$ cat src/rtl/i2cdw_pkg.sv
// Shared types and constants for the two-wire DAC write master.
package i2cdw_pkg;

	// Sequencer phase codes; codes above STOP behave as idle.
	localparam logic [2:0] PH_IDLE  = 3'd0;
	localparam logic [2:0] PH_START = 3'd1;
	localparam logic [2:0] PH_BYTE  = 3'd2;
	localparam logic [2:0] PH_STOP  = 3'd3;

	// Ticks in one byte slot: eight data bits and the acknowledge, two ticks each.
	localparam logic [4:0] BYTE_TICKS = 5'd18;
	localparam logic [4:0] LAST_TICK  = 5'd17;
	localparam logic [3:0] DATA_BITS  = 4'd8;

	localparam logic [1:0] BYTE_ADDR = 2'd0;
	localparam logic [1:0] BYTE_HIGH = 2'd1;
	localparam logic [1:0] BYTE_LOW  = 2'd2;

	// Configuration register indexes.
	localparam logic CFG_DIVIDE_MODE    = 1'b0;
	localparam logic CFG_DEVICE_ADDRESS = 1'b1;

	localparam logic [7:0] DEVICE_ADDRESS_RST = 8'h98;

	// Divide by ten: multiply by ceil(2^19 / 10) and keep the top bits.
	localparam logic [15:0] DIV10_RECIP = 16'd52429;
	localparam int          DIV10_SHIFT = 19;

	// One result word as it leaves the sequencer.
	typedef struct packed {
		logic scl;
		logic sda_out;
		logic busy_res;
		logic ack_missing;
		logic done_res;
	} res_t;

	// Configuration seen by the sequencer.
	typedef struct packed {
		logic       divide_mode;
		logic [7:0] device_address;
	} cfg_t;

endpackage

$ cat src/rtl/i2cdw_div10.sv
// Value conditioning: optional divide by ten, then truncation to the 12-bit code.
module i2cdw_div10 (
	input  logic        divide_mode,
	input  logic [15:0] value,
	output logic [11:0] code
);
	import i2cdw_pkg::*;

	logic [31:0] product;
	logic [12:0] quotient;

	assign product  = 32'(value) * 32'(DIV10_RECIP);
	assign quotient = product[DIV10_SHIFT +: 13];
	assign code     = divide_mode ? quotient[11:0] : value[11:0];

endmodule

$ cat src/rtl/i2cdw_seq.sv
// Bus sequencer: phase, bit counter, shift register and the line levels of one tick.
module i2cdw_seq (
	input  logic                 clk,
	input  logic                 arst_n,
	input  logic                 step,
	input  logic                 command,
	input  logic [11:0]          code,
	input  logic                 sda_in,
	input  i2cdw_pkg::cfg_t      cfg,
	output i2cdw_pkg::res_t      res
);
	import i2cdw_pkg::*;

	logic [2:0]  phase_q, phase_d;
	logic [4:0]  step_q, step_d;
	logic [1:0]  byte_idx_q, byte_idx_d;
	logic [7:0]  shift_q, shift_d;
	logic [11:0] data_q, data_d;
	logic        ack_q, ack_d;
	logic [4:0]  tick;
	logic [7:0]  next_byte;

	assign tick = (step_q >= BYTE_TICKS) ? LAST_TICK : step_q;

	always_comb begin
		case (byte_idx_q + 2'd1)
			BYTE_HIGH: next_byte = {4'b0000, data_q[11:8]};
			BYTE_LOW:  next_byte = data_q[7:0];
			default:   next_byte = cfg.device_address;
		endcase
	end

	always_comb begin
		phase_d    = phase_q;
		step_d     = step_q;
		byte_idx_d = byte_idx_q;
		shift_d    = shift_q;
		data_d     = data_q;
		ack_d      = ack_q;
		res.scl    = 1'b1;
		res.sda_out  = 1'b1;
		res.busy_res = 1'b1;
		res.done_res = 1'b0;
		case (phase_q)
			PH_START: begin
				res.scl     = 1'b0;
				res.sda_out = 1'b0;
				byte_idx_d  = BYTE_ADDR;
				shift_d     = cfg.device_address;
				step_d      = '0;
				phase_d     = PH_BYTE;
			end
			PH_BYTE: begin
				res.scl = tick[0];
				if (tick[4:1] < DATA_BITS) begin
					res.sda_out = shift_q[7];
					if (tick[0]) begin
						shift_d = {shift_q[6:0], 1'b0};
					end
					step_d = tick + 5'd1;
				end else begin
					res.sda_out = 1'b1;
					if (tick[0]) begin
						ack_d  = sda_in;
						step_d = '0;
						if (byte_idx_q >= BYTE_LOW) begin
							byte_idx_d = BYTE_ADDR;
							phase_d    = PH_STOP;
						end else begin
							byte_idx_d = byte_idx_q + 2'd1;
							shift_d    = next_byte;
						end
					end else begin
						step_d = tick + 5'd1;
					end
				end
			end
			PH_STOP: begin
				if (step_q == 5'd0) begin
					res.scl     = 1'b0;
					res.sda_out = 1'b0;
					step_d      = 5'd1;
				end else if (step_q == 5'd1) begin
					res.sda_out = 1'b0;
					step_d      = 5'd2;
				end else begin
					res.done_res = 1'b1;
					step_d       = '0;
					phase_d      = PH_IDLE;
				end
			end
			default: begin
				phase_d      = PH_IDLE;
				res.busy_res = 1'b0;
				if (command) begin
					data_d       = code;
					res.sda_out  = 1'b0;
					res.busy_res = 1'b1;
					step_d       = '0;
					phase_d      = PH_START;
				end
			end
		endcase
		res.ack_missing = ack_d;
	end

	always_ff @(posedge clk or negedge arst_n) begin
		if (!arst_n) begin
			phase_q    <= PH_IDLE;
			step_q     <= '0;
			byte_idx_q <= '0;
			shift_q    <= '0;
			data_q     <= '0;
			ack_q      <= 1'b0;
		end else if (step) begin
			phase_q    <= phase_d;
			step_q     <= step_d;
			byte_idx_q <= byte_idx_d;
			shift_q    <= shift_d;
			data_q     <= data_d;
			ack_q      <= ack_d;
		end
	end

endmodule

$ cat src/rtl/i2c_dac_write_master_unit.sv
// Top level of the two-wire DAC write master: input register, sequencer, result register.
//
//  channel  direction  handshake           payload
//  in       sink       in_valid/in_stall   command, value, sda_in
//  out      source     out_valid/out_stall scl, sda_out, busy_res, ack_missing, done_res
//  cfg      sink       cfg_we              cfg_index, cfg_data
//
// Every input word is one half-bit tick of the bus and yields exactly one result word.
// An accepted word waits in the input register until the result register can take it;
// with no stall it moves on at the next edge into the result register, which shows it
// until it is taken, and one word per cycle is sustained.
// Reset clears the sequencer to idle and loads the default device address.
// A stalled result holds; the input register keeps taking a word as long as it can
// move into the result register, so stalls ripple back to in_stall in the same cycle.
module i2c_dac_write_master_unit (
	input  logic        clk,
	input  logic        arst_n,
	input  logic        in_valid,
	output logic        in_stall,
	input  logic        command,
	input  logic [15:0] value,
	input  logic        sda_in,
	output logic        out_valid,
	input  logic        out_stall,
	output logic        scl,
	output logic        sda_out,
	output logic        busy_res,
	output logic        ack_missing,
	output logic        done_res,
	input  logic        cfg_we,
	input  logic        cfg_index,
	input  logic [7:0]  cfg_data
);
	import i2cdw_pkg::*;

	logic        divide_mode_q;
	logic [7:0]  device_address_q;
	cfg_t        cfg;

	logic        valid_s1;
	logic        command_s1;
	logic [15:0] value_s1;
	logic        sda_in_s1;

	logic        valid_s2;
	res_t        res_s2;
	res_t        res;
	logic [11:0] code;
	logic        advance;
	logic        load;

	// Configuration registers; a write takes effect at the edge that carries it.
	always_ff @(posedge clk or negedge arst_n) begin
		if (!arst_n) begin
			divide_mode_q    <= 1'b0;
			device_address_q <= DEVICE_ADDRESS_RST;
		end else if (cfg_we) begin
			case (cfg_index)
				CFG_DIVIDE_MODE:    divide_mode_q    <= cfg_data[0];
				CFG_DEVICE_ADDRESS: device_address_q <= cfg_data;
				default:            ;
			endcase
		end
	end

	assign cfg.divide_mode    = divide_mode_q;
	assign cfg.device_address = device_address_q;

	// The held word moves on when the result register is empty or being drained.
	assign advance  = valid_s1 && (!valid_s2 || !out_stall);
	assign in_stall = valid_s1 && !advance;
	assign load     = in_valid && !in_stall;

	always_ff @(posedge clk or negedge arst_n) begin
		if (!arst_n) begin
			valid_s1 <= 1'b0;
		end else if (load) begin
			valid_s1 <= 1'b1;
		end else if (advance) begin
			valid_s1 <= 1'b0;
		end
	end

	always_ff @(posedge clk) begin
		if (load) begin
			command_s1 <= command;
			value_s1   <= value;
			sda_in_s1  <= sda_in;
		end
	end

	i2cdw_div10 u_div10 (
		.divide_mode (divide_mode_q),
		.value       (value_s1),
		.code        (code)
	);

	i2cdw_seq u_seq (
		.clk     (clk),
		.arst_n  (arst_n),
		.step    (advance),
		.command (command_s1),
		.code    (code),
		.sda_in  (sda_in_s1),
		.cfg     (cfg),
		.res     (res)
	);

	// Result register: filled on every processed tick, emptied when taken.
	always_ff @(posedge clk or negedge arst_n) begin
		if (!arst_n) begin
			valid_s2 <= 1'b0;
		end else if (advance) begin
			valid_s2 <= 1'b1;
		end else if (!out_stall) begin
			valid_s2 <= 1'b0;
		end
	end

	always_ff @(posedge clk) begin
		if (advance) begin
			res_s2 <= res;
		end
	end

	assign out_valid   = valid_s2;
	assign scl         = res_s2.scl;
	assign sda_out     = res_s2.sda_out;
	assign busy_res    = res_s2.busy_res;
	assign ack_missing = res_s2.ack_missing;
	assign done_res    = res_s2.done_res;

endmodule

$ cat config.mk
export PLATFORM = sky130hd
export DESIGN_NAME = i2c_dac_write_master_unit
export DESIGN_NICKNAME = d
export VERILOG_FILES = /design/src/rtl/i2cdw_pkg.sv /design/src/rtl/i2cdw_div10.sv /design/src/rtl/i2cdw_seq.sv /design/src/rtl/i2c_dac_write_master_unit.sv
export SDC_FILE = /design/constraint.sdc
export NUM_CORES = 1
export LEC_CHECK = 0
export ABC_AREA = 1
export BUFFER_PORTS_ARGS = -buffer_cell sky130_fd_sc_hd__clkbuf_2
export CORE_MARGIN = 2
export CORE_UTILIZATION = 50
export DETAILED_ROUTE_END_ITERATION = 8
export MAX_ROUTING_LAYER = met4
export PLACE_DENSITY = 0.64
export SYNTH_ARGS = -nofsm -noshare
export SYNTH_HDL_FRONTEND = slang
export SYNTH_SLANG_ARGS = --single-unit
$ cat constraint.sdc
create_clock -name clk -period 6 [get_ports clk]
set_input_delay 0.6 -clock clk [delete_from_list [all_inputs] [get_ports clk]]
set_output_delay 0.6 -clock clk [all_outputs]
set_load 0.005 [all_outputs]
==> impl.org, run 1 <==
** Logic synthesis
- Mean cell area of the mapped netlist :: between 8 and 9 sq um
- Count of distinct cell types in the synthesized netlist :: 44
- FF+latch count, synth :: 64
- Post-Syn Area :: 8150 sq um
- Most area-consuming cells after synthesis :: sky130_fd_sc_hd__ha_1 20%, sky130_fd_sc_hd__fa_1 19%, sky130_fd_sc_hd__inv_1 12%, sky130_fd_sc_hd__dfrtp_1 12%, sky130_fd_sc_hd__nand2_1 8.7%
- Net Count, Synth :: around 1,200
- After technology mapping, the gate count stands at ~990.
- Most area-hungry cell type in the Yosys netlist :: sky130_fd_sc_hd__ha_1
- Sequential-to-total area share from yosys stat :: 0.211
- Fraction of synthesized cell area taken by the top area cell type :: 0.203
- Synth warnings :: 0

** Clocking
- Clock Path Buffers :: 2
- The number of setup buffers added after CTS is 0.
- Cells resized by post-CTS repair :: 0
- Number of clock buffers inserted by TritonCTS :: 9
- The root buffer cell chosen for the clock tree is sky130_fd_sc_hd__clkbuf_16.
- TritonCTS clock tree :: built
- After clock tree synthesis, the clock-pin slew on the worst setup and hold paths is roughly 60 ps.
- Number of sinks driven by the clock tree :: 64
- Maximum level of the CTS H-tree :: 3
- Clock network latency to the later pin of the worst-skew pair :: 350 ps
- Buffers inserted to repair hold after CTS numbered 0.

** Cells and area
- Excluding fillers, the count of instances in the completed layout stands at roughly 1,300.
- From synthesis to final layout, the design area changed by 9.11%.
- The library cell used most frequently in the layout, excluding fill and tap cells, is sky130_fd_sc_hd__inv_1.
- Count of antenna diodes in the layout :: 0
- At the end of the flow, the number of nets in the layout was 1,277.
- Layout cell share with drive strength beyond 1 :: 0.0914
- Commonest cells after routing, fill and taps aside :: 263 x sky130_fd_sc_hd__inv_1, 189 x sky130_fd_sc_hd__nand2_1, 132 x sky130_fd_sc_hd__ha_1, 79 x sky130_fd_sc_hd__fa_1, 63 x sky130_fd_sc_hd__nor2_1
- Once layout is complete, the utilization of the core stands at 0.560.

** Routing
- Violation count after the first detailed-route iteration :: ~460
- Dividing the detail-routed wire length by the instance count gives roughly 16 microns.
- After detailed routing, the number of remaining DRC violations is 0.
- Antenna-violating nets left :: 0
- Using the TritonRoute via totals, the vias-per-cell ratio works out to 5.05.
- Across all layers, the routed design uses 6,340 vias.
- The first TritonRoute pass finished after 5 iterations.
- The final layout contains routed wiring with a total length of about 20,000 microns.

** Critical path
- Data arrives at the worst endpoint at 5640 ps.
- Critical Path Source Type :: register
- FF-to-FF path depth :: 22
- CP max stage delay :: between 500 and 600 ps
- The slowest stage of the critical path is the sky130_fd_sc_hd__edfxtp_1 cell.
- Traced cell by cell, the critical path runs through ha_1, xor2_1, ha_1, fa_1, inv_1, fa_1, inv_1, fa_1, inv_1, fa_1, inv_1, ha_1, a21oi_1, o21bai_1, inv_1, nand2_1, a21oi_1, nand2_1, nand2_1, nand3_1, nand2_1, nand2_1.
- The critical path is of the reg2reg type.
- Largest fanout of any net on the critical path :: 7
- Critical path endpoint category :: register
- STA puts the critical path data required time at around 6200 ps.

** GRT
- Via count of the first global-routing pass :: between 6,000 and 7,000
- Total routing usage reported by global routing :: 0.257
- Maximum number of pins on one net before global-route repair :: 42
- Global-route wire length before repair :: roughly 34,000 microns
- After global routing the overflow that remains totals 0.
- Antenna violations before repair :: 0

** Floorplanning
- Core Region :: approximately 16,000 sq um
- Die outline width :: around 130 microns
- For this configuration, the core starts out at a cell density of 0.513.
- Height of the die :: 132 microns
- Number of rows created at floorplan :: 46
- The die covers approximately 17,000 sq um.
- 39 I/O pins were placed.

** STA
- Final total negative setup slack :: 0 ps
- The worst pin sits at a relative slew slack of 0.291.
- For the final database, setup skew stands at ~11 ps.
- For the finished layout, the period the worst path requires is between 5000 and 6000 ps.
- Upper clock frequency limit :: 0.185 GHz
- Setup slack on the critical path of the routed design comes to ~590 ps.
- Setup repair after global routing missed its margin :: no
- Final cycle utilization of the critical path :: 0.901
- The count of final max-slew check failures was 0.
- Transition time at the pin with the least slew margin :: approximately 1100 ps
- Setup violations remaining at the end of the flow were counted as 0.
- Final hold viol count :: 0

** Placement
- Buffers placed on the I/O ports in this run total 38.
- Placed wire-length estimate after detailed placement :: about 17,000 microns
- Placed Cells :: about 1,200
- Setup WS pre-CTS :: ~630 ps
- GP Congestion :: approximately 0.98

** Outcome
- Result of the run :: complete, no violations

** Hold path
- Worst hold-check path type :: in2reg
- Counting instances, the worst hold path has a depth of 1.

** Run
- Number of max-cap violations :: 0
metal layers:
| layer | wire length [microns] | up-vias | GRT usage |
|---|---|---|---|
| met2 | 8590 | 162 | 0.378 |
| met4 | 132 | 0 | 0.0386 |
| met5 | 0 | - | - |
| li1 | - | 3165 | - |
| met1 | 9990 | 3001 | 0.373 |
| met3 | 1320 | 12 | 0.0536 |
per-stage QoR:
stage	hold slack (ps)	cell area (sq um)
finish	422	8890
global route	419	8890
CTS	413	8890
detailed placement	468	8570
global placement	468	8570
floorplan	304	8150
cell usage after synthesis, drive strengths merged:
cell type,number
a21o,3
a21oi,37
a221oi,5
a22oi,1
a31oi,7
and2,1
buf,3
clkbuf,4
dfrtp,38
dfstp,3
edfxtp,23
fa,79
ha,132
inv,269
mux2,7
mux2i,1
nand2,201
nand3,38
nand4,7
nor2,71
nor3,5
nor4,2
o211ai,1
o21a,1
o21ai,24
o21bai,6
o221ai,1
o22ai,7
o31ai,5
xnor2,3
xor2,6
flip-flops by register name, indices dropped and copies added, names as in the netlist, 2 cells and up:
| name | flops |
|---|---|
| u_seq.data_q | 12 |
| device_address_q | 8 |
| u_seq.step_q | 5 |
| u_seq.byte_idx_q | 2 |
| u_seq.phase_q | 2 |
| value_s1 | 16 |
| u_seq.shift_q | 8 |
area by class of cell:
class	count	area (sq um)
fillers	1528	7000
flip-flops and latches	64	1720
clock inverters	4	47.5
well taps	216	270
inverters	269	1010
multi-input cells	651	5370
clock buffers	12	268
repair buffers	39	198
critical path, delay by kind of cell (launching register included):
| kind | cells | cell delay (ps) |
|---|---|---|
| simple gates | 6 | 440 |
| buf+inv | 5 | 290 |
| flops | 1 | 560 |
| compound gates | 3 | 540 |
| xor+xnor | 1 | 180 |
| fa+ha+maj | 7 | 3290 |
final timing paths:
| check | from | endpoint | slack (ps) |
|---|---|---|---|
| setup / recovery | value_s1[4]$_DFFE_PP_ | u_seq.data_q[11]$_DFFE_PN0P_ | 590 |
| hold / removal | value[12] | value_s1[12]$_DFFE_PP_ | 420 |
| setup reg to reg | value_s1[4]$_DFFE_PP_ | u_seq.data_q[11]$_DFFE_PN0P_ | 590 |
| hold reg to reg | u_seq.data_q[8]$_DFFE_PN0P_ | u_seq.data_q[8]$_DFFE_PN0P_ | 480 |
| max in group asynchronous | arst_n | device_address_q[2]$_DFFE_PN0P_ | 4910 |
| min in group asynchronous | arst_n | u_seq.ack_q$_DFFE_PN0P_ | 440 |
logic make-up (layout without fill, tap and decap cells):
logic type	after synthesis	count (layout)	share of synthesized area
compound gates	98	98	0.0713
buf+inv	276	324	0.129
simple gates	325	325	0.171
fa+ha+maj	211	211	0.397
mux	8	8	0.0109
xor+xnor	9	9	0.00968
flops	64	64	0.211
Power of run 1 is not shown: default switching activity piles up to over one toggle a cycle in this logic, so the estimate is an artifact.
==> inputs of run 2 (changes only) <==
ABC_AREA = default   (was 1)
==> impl.org, run 2 <==
** Logic synthesis
- Fraction of synthesized cell area taken by the top area cell type :: 0.215 (+0.0125)
- Sequential-to-total area share from yosys stat :: 0.224 (+0.0130)
- The synthesized instance count came to 788 (-20%).
- Synth Flop Type :: sky130_fd_sc_hd__dfrtp_1
- The number of synthesis warnings is 0 (unchanged).
- The synthesized net count came to 1,031 (-16%).
- The distinct cell type count after synthesis came to 56 (+27%).
- The total of flip-flops plus latches after synthesis was 64 (unchanged).
- In the post-synthesis netlist, the biggest area contributors are sky130_fd_sc_hd__ha_1 22%, sky130_fd_sc_hd__fa_1 21%, sky130_fd_sc_hd__dfrtp_1 12%, sky130_fd_sc_hd__inv_1 9.8%, sky130_fd_sc_hd__edfxtp_1 9.0%.
- The netlist area before placement came to 7670 sq um (-5.8%).
- The number of flops mapped to enable cells by yosys came to 23 (unchanged).
- Most area-hungry cell type in the Yosys netlist :: sky130_fd_sc_hd__ha_1
- Most numerous cell in the Yosys netlist :: sky130_fd_sc_hd__inv_1
- In the synthesized netlist, the cells that appear most often are 200 x sky130_fd_sc_hd__inv_1, 132 x sky130_fd_sc_hd__ha_1, 79 x sky130_fd_sc_hd__fa_1, 44 x sky130_fd_sc_hd__nand2_1, 38 x sky130_fd_sc_hd__dfrtp_1.
- The post-synthesis async set-or-reset flop share came to 0.641 (unchanged).
- Mean cell area of the mapped netlist :: 9.74 sq um (+18%)

** Floorplanning
- The initial cell density of the core is 0.509 (-0.00430).
- The height of the die came to 128 microns (-2.9%).
- Die outline width :: 128 microns (-2.9%)
- The number of top-level pins came to 39 (unchanged).
- Die footprint :: 16,400 sq um (-5.6%)
- The floorplan core area is 15,100 sq um (-5.0%).
- The row count was 45 (-2.2%).

** Cells and area
- The total number of nets in the final design is 1,082 (-15%).
- The flip-flop count of the largest register after layout is 16 (unchanged).
- Final core utilization :: 0.560 (about the same)
- Layout cell share with drive strength beyond 1 :: 0.113 (+0.0211)
- In the final layout, the registers with the most flip-flops are value_s1 (16), u_seq.data_q (12).
- Leaving out fill and tap cells, the most frequent cells in the layout are 200 x sky130_fd_sc_hd__inv_1, 131 x sky130_fd_sc_hd__ha_1, 79 x sky130_fd_sc_hd__fa_1, 44 x sky130_fd_sc_hd__nand2_1.
- Count of antenna diodes in the layout :: 0 (unchanged)
- More flip-flops sit in one register than any other, and that register is value_s1.
- Commonest non-fill, non-tap cell in the layout :: sky130_fd_sc_hd__inv_1
- The area growth from synthesis to layout is 10.1%.
- The cell area after layout was 8450 sq um (-4.9%).

** Clocking
- TritonCTS built the clock tree.
- The clock-pin slew on the worst setup and hold paths is 60 ps (about the same).
- The insertion delay to the later sink of the worst-skew pair came to 350 ps (about the same).
- Number of sinks driven by the clock tree :: 64 (unchanged)
- The number of CTS-inserted buffers came to 9 (unchanged).
- The hold buffer count at cts is 0 (unchanged).
- The number of buffers between clock root and the deepest sink was 2 (unchanged).
- Maximum level of the CTS H-tree :: 3 (unchanged)
- In this run the clock root is driven by a sky130_fd_sc_hd__clkbuf_16.

** Run
- Number of max-cap violations :: 0 (unchanged)

** GRT
- The number of global-route vias before repair was 6,028 (-5.5%).
- Total congestion overflow after global routing :: 0 (unchanged)
- Total routing usage reported by global routing :: 0.249 (-0.00726)
- The number of antenna violations at the first check in global routing came to 0 (unchanged).
- The largest net degree at the start of global routing came to 42 (unchanged).
- Global-route wire length before repair :: 30,200 microns (-10%)

** Outcome
- The run finished with clean final reports.

** Critical path
- The maximum fanout encountered on the critical timing path was 7 (unchanged).
- CP Data Required Time :: 6210 ps (-20 ps)
- STA classifies the critical path startpoint as a register.
- Critical path endpoint category :: register
- The setup path with the least slack is of type reg2reg.
- Arrival time of the worst setup path :: 5920 ps (+280 ps)

** Routing
- The via count is 5,605 (-12%).
- Antenna-violating nets left :: 0 (unchanged)
- WL/cell :: 18.0 microns (+13%)
- The via density per instance came to 5.43 (+7.5%).
- Final routed DRC violation total :: 0 (unchanged)
- The number of detailed-routing iterations run before antenna repair was 6 (+1).
- The final routed wirelength across all metal layers was 18,600 microns (-7.4%).
- The iteration-0 DRC count of the detailed router was 285 (-38%).

** Placement
- GP Congestion :: 0.992 (+0.98%)
- The number of port buffers is 38 (unchanged).
- Setup WS pre-CTS :: 135 ps (-498 ps)
- The placed instance area came to 8060 sq um (-5.9%).
- The HPWL after detailed placement was 15,700 microns (-6.6%).

** STA
- The part of the cycle the worst path needs was 0.953 (+0.0513).
- Upper clock frequency limit :: 0.175 GHz (-5.4%)
- Final Critical Period :: 5720 ps (+308 ps)
- The count of final max-slew check failures was 0 (unchanged).
- The final-report hold violation count is 0 (unchanged).
- Setup repair after global routing missed its margin :: no
- The number of failing setup endpoints in the final timing report came to 0 (unchanged).
- Max_slew headroom :: 0.302 (+0.0113)
- The total negative setup slack is 0 ps (unchanged).
- Final setup skew :: 6.97 ps (-4.39 ps)
- Worst setup slack after layout :: 284 ps (-308 ps)
- The actual transition at the worst max-transition pin was 1050 ps (-16.9 ps).

** Hold path
- Worst hold-check path type :: in2async
==> run 2: cell count changes after synthesis, moves of 7 or more <==
cell                       before  now
sky130_fd_sc_hd__nand2_2       11    0
sky130_fd_sc_hd__nand2_1      189   44
sky130_fd_sc_hd__nand3_1       38   15
sky130_fd_sc_hd__inv_1        263  200
sky130_fd_sc_hd__mux2i_1        1   10
sky130_fd_sc_hd__nor2_2         7    0
sky130_fd_sc_hd__a211oi_1       0    8
sky130_fd_sc_hd__a21o_1         3   10
sky130_fd_sc_hd__xnor2_1        3   10
sky130_fd_sc_hd__nor2_1        63   20
sky130_fd_sc_hd__nand2b_1       0   10
==> run 2: through the flow <==
stage | hold WS [ps] | instances
2_1_floorplan | 304 | 788
3_3_place_gp | 463 | 1005
3_5_place_dp | 477 | 1005
4_1_cts | 419 | 1021
5_1_grt | 420 | 1032
6_report | 416 | 1032
==> run 2: per-layer routing <==
| layer | up-vias | global-route usage | part of all wire |
|---|---|---|---|
| met5 | - | - | 0 |
| met4 | 0 | 0.0646 | 0.025 |
| met3 | 31 | 0.0480 | 0.040 |
| met2 | 131 | 0.456 | 0.52 |
| met1 | 2749 | 0.279 | 0.41 |
| li1 | 2694 | - | - |
==> run 2: final cells by class <==
| type | instances | area [sq um] |
|---|---|---|
| inverter | 200 | 751 |
| multi-input combinational | 509 | 5130 |
| sequential | 64 | 1720 |
| clock buffer | 9 | 225 |
| clock inverter | 7 | 68.8 |
| fill | 1374 | 6640 |
| timing repair buffer | 55 | 318 |
| tap | 188 | 235 |
==> run 2: worst max-delay path, cell delays in order, from the launching register on <==
cell and delay, ps:
sky130_fd_sc_hd__edfxtp_1 520, sky130_fd_sc_hd__ha_1 420, sky130_fd_sc_hd__xor2_1 180, sky130_fd_sc_hd__ha_1 310, sky130_fd_sc_hd__fa_1 530, sky130_fd_sc_hd__inv_1 60
sky130_fd_sc_hd__fa_1 540, sky130_fd_sc_hd__inv_1 60, sky130_fd_sc_hd__fa_1 530, sky130_fd_sc_hd__inv_1 50, sky130_fd_sc_hd__fa_1 530, sky130_fd_sc_hd__inv_1 40
sky130_fd_sc_hd__ha_1 410, sky130_fd_sc_hd__nand3_2 170, sky130_fd_sc_hd__nor4_1 210, sky130_fd_sc_hd__nand3b_1 120, sky130_fd_sc_hd__and4b_1 290, sky130_fd_sc_hd__and3_1 220
sky130_fd_sc_hd__o31ai_1 270, sky130_fd_sc_hd__a31oi_1 120
==> run 2: path summary, 6_finish.rpt <==
path | start | depth (start not counted) | to | slack, ps
max | value_s1[5]$_DFFE_PP_ | 19 | u_seq.data_q[5]$_DFFE_PN0P_ | 280
min | arst_n | 1 | u_seq.step_q[1]$_DFFE_PN0P_ | 420
max reg2reg | value_s1[5]$_DFFE_PP_ | 19 | u_seq.data_q[5]$_DFFE_PN0P_ | 280
min reg2reg | u_seq.data_q[1]$_DFFE_PN0P_ | 2 | u_seq.data_q[1]$_DFFE_PN0P_ | 480
max in group asynchronous | arst_n | 1 | u_seq.byte_idx_q[1]$_DFFE_PN0P_ | 4970
min in group clk | value[5] | 1 | value_s1[5]$_DFFE_PP_ | 430
==> run 2: cells by family after synthesis <==
group / synth area share
buffers and inverters: 0.108
muxes: 0.0336
and+or+nand+nor: 0.0801
AOI/OAI and AO/OA: 0.112
adders and majority gates: 0.421
DFF: 0.224
xor gates and xnor gates: 0.0205
==> run 2: what timing repair did <==
action | 4_1_cts | 5_1_grt
setup buffers | 0 | 11
resized for setup | 0 | 3
setup endpoints to repair | 0 | 3
Power of run 2 is left out for the same reason.
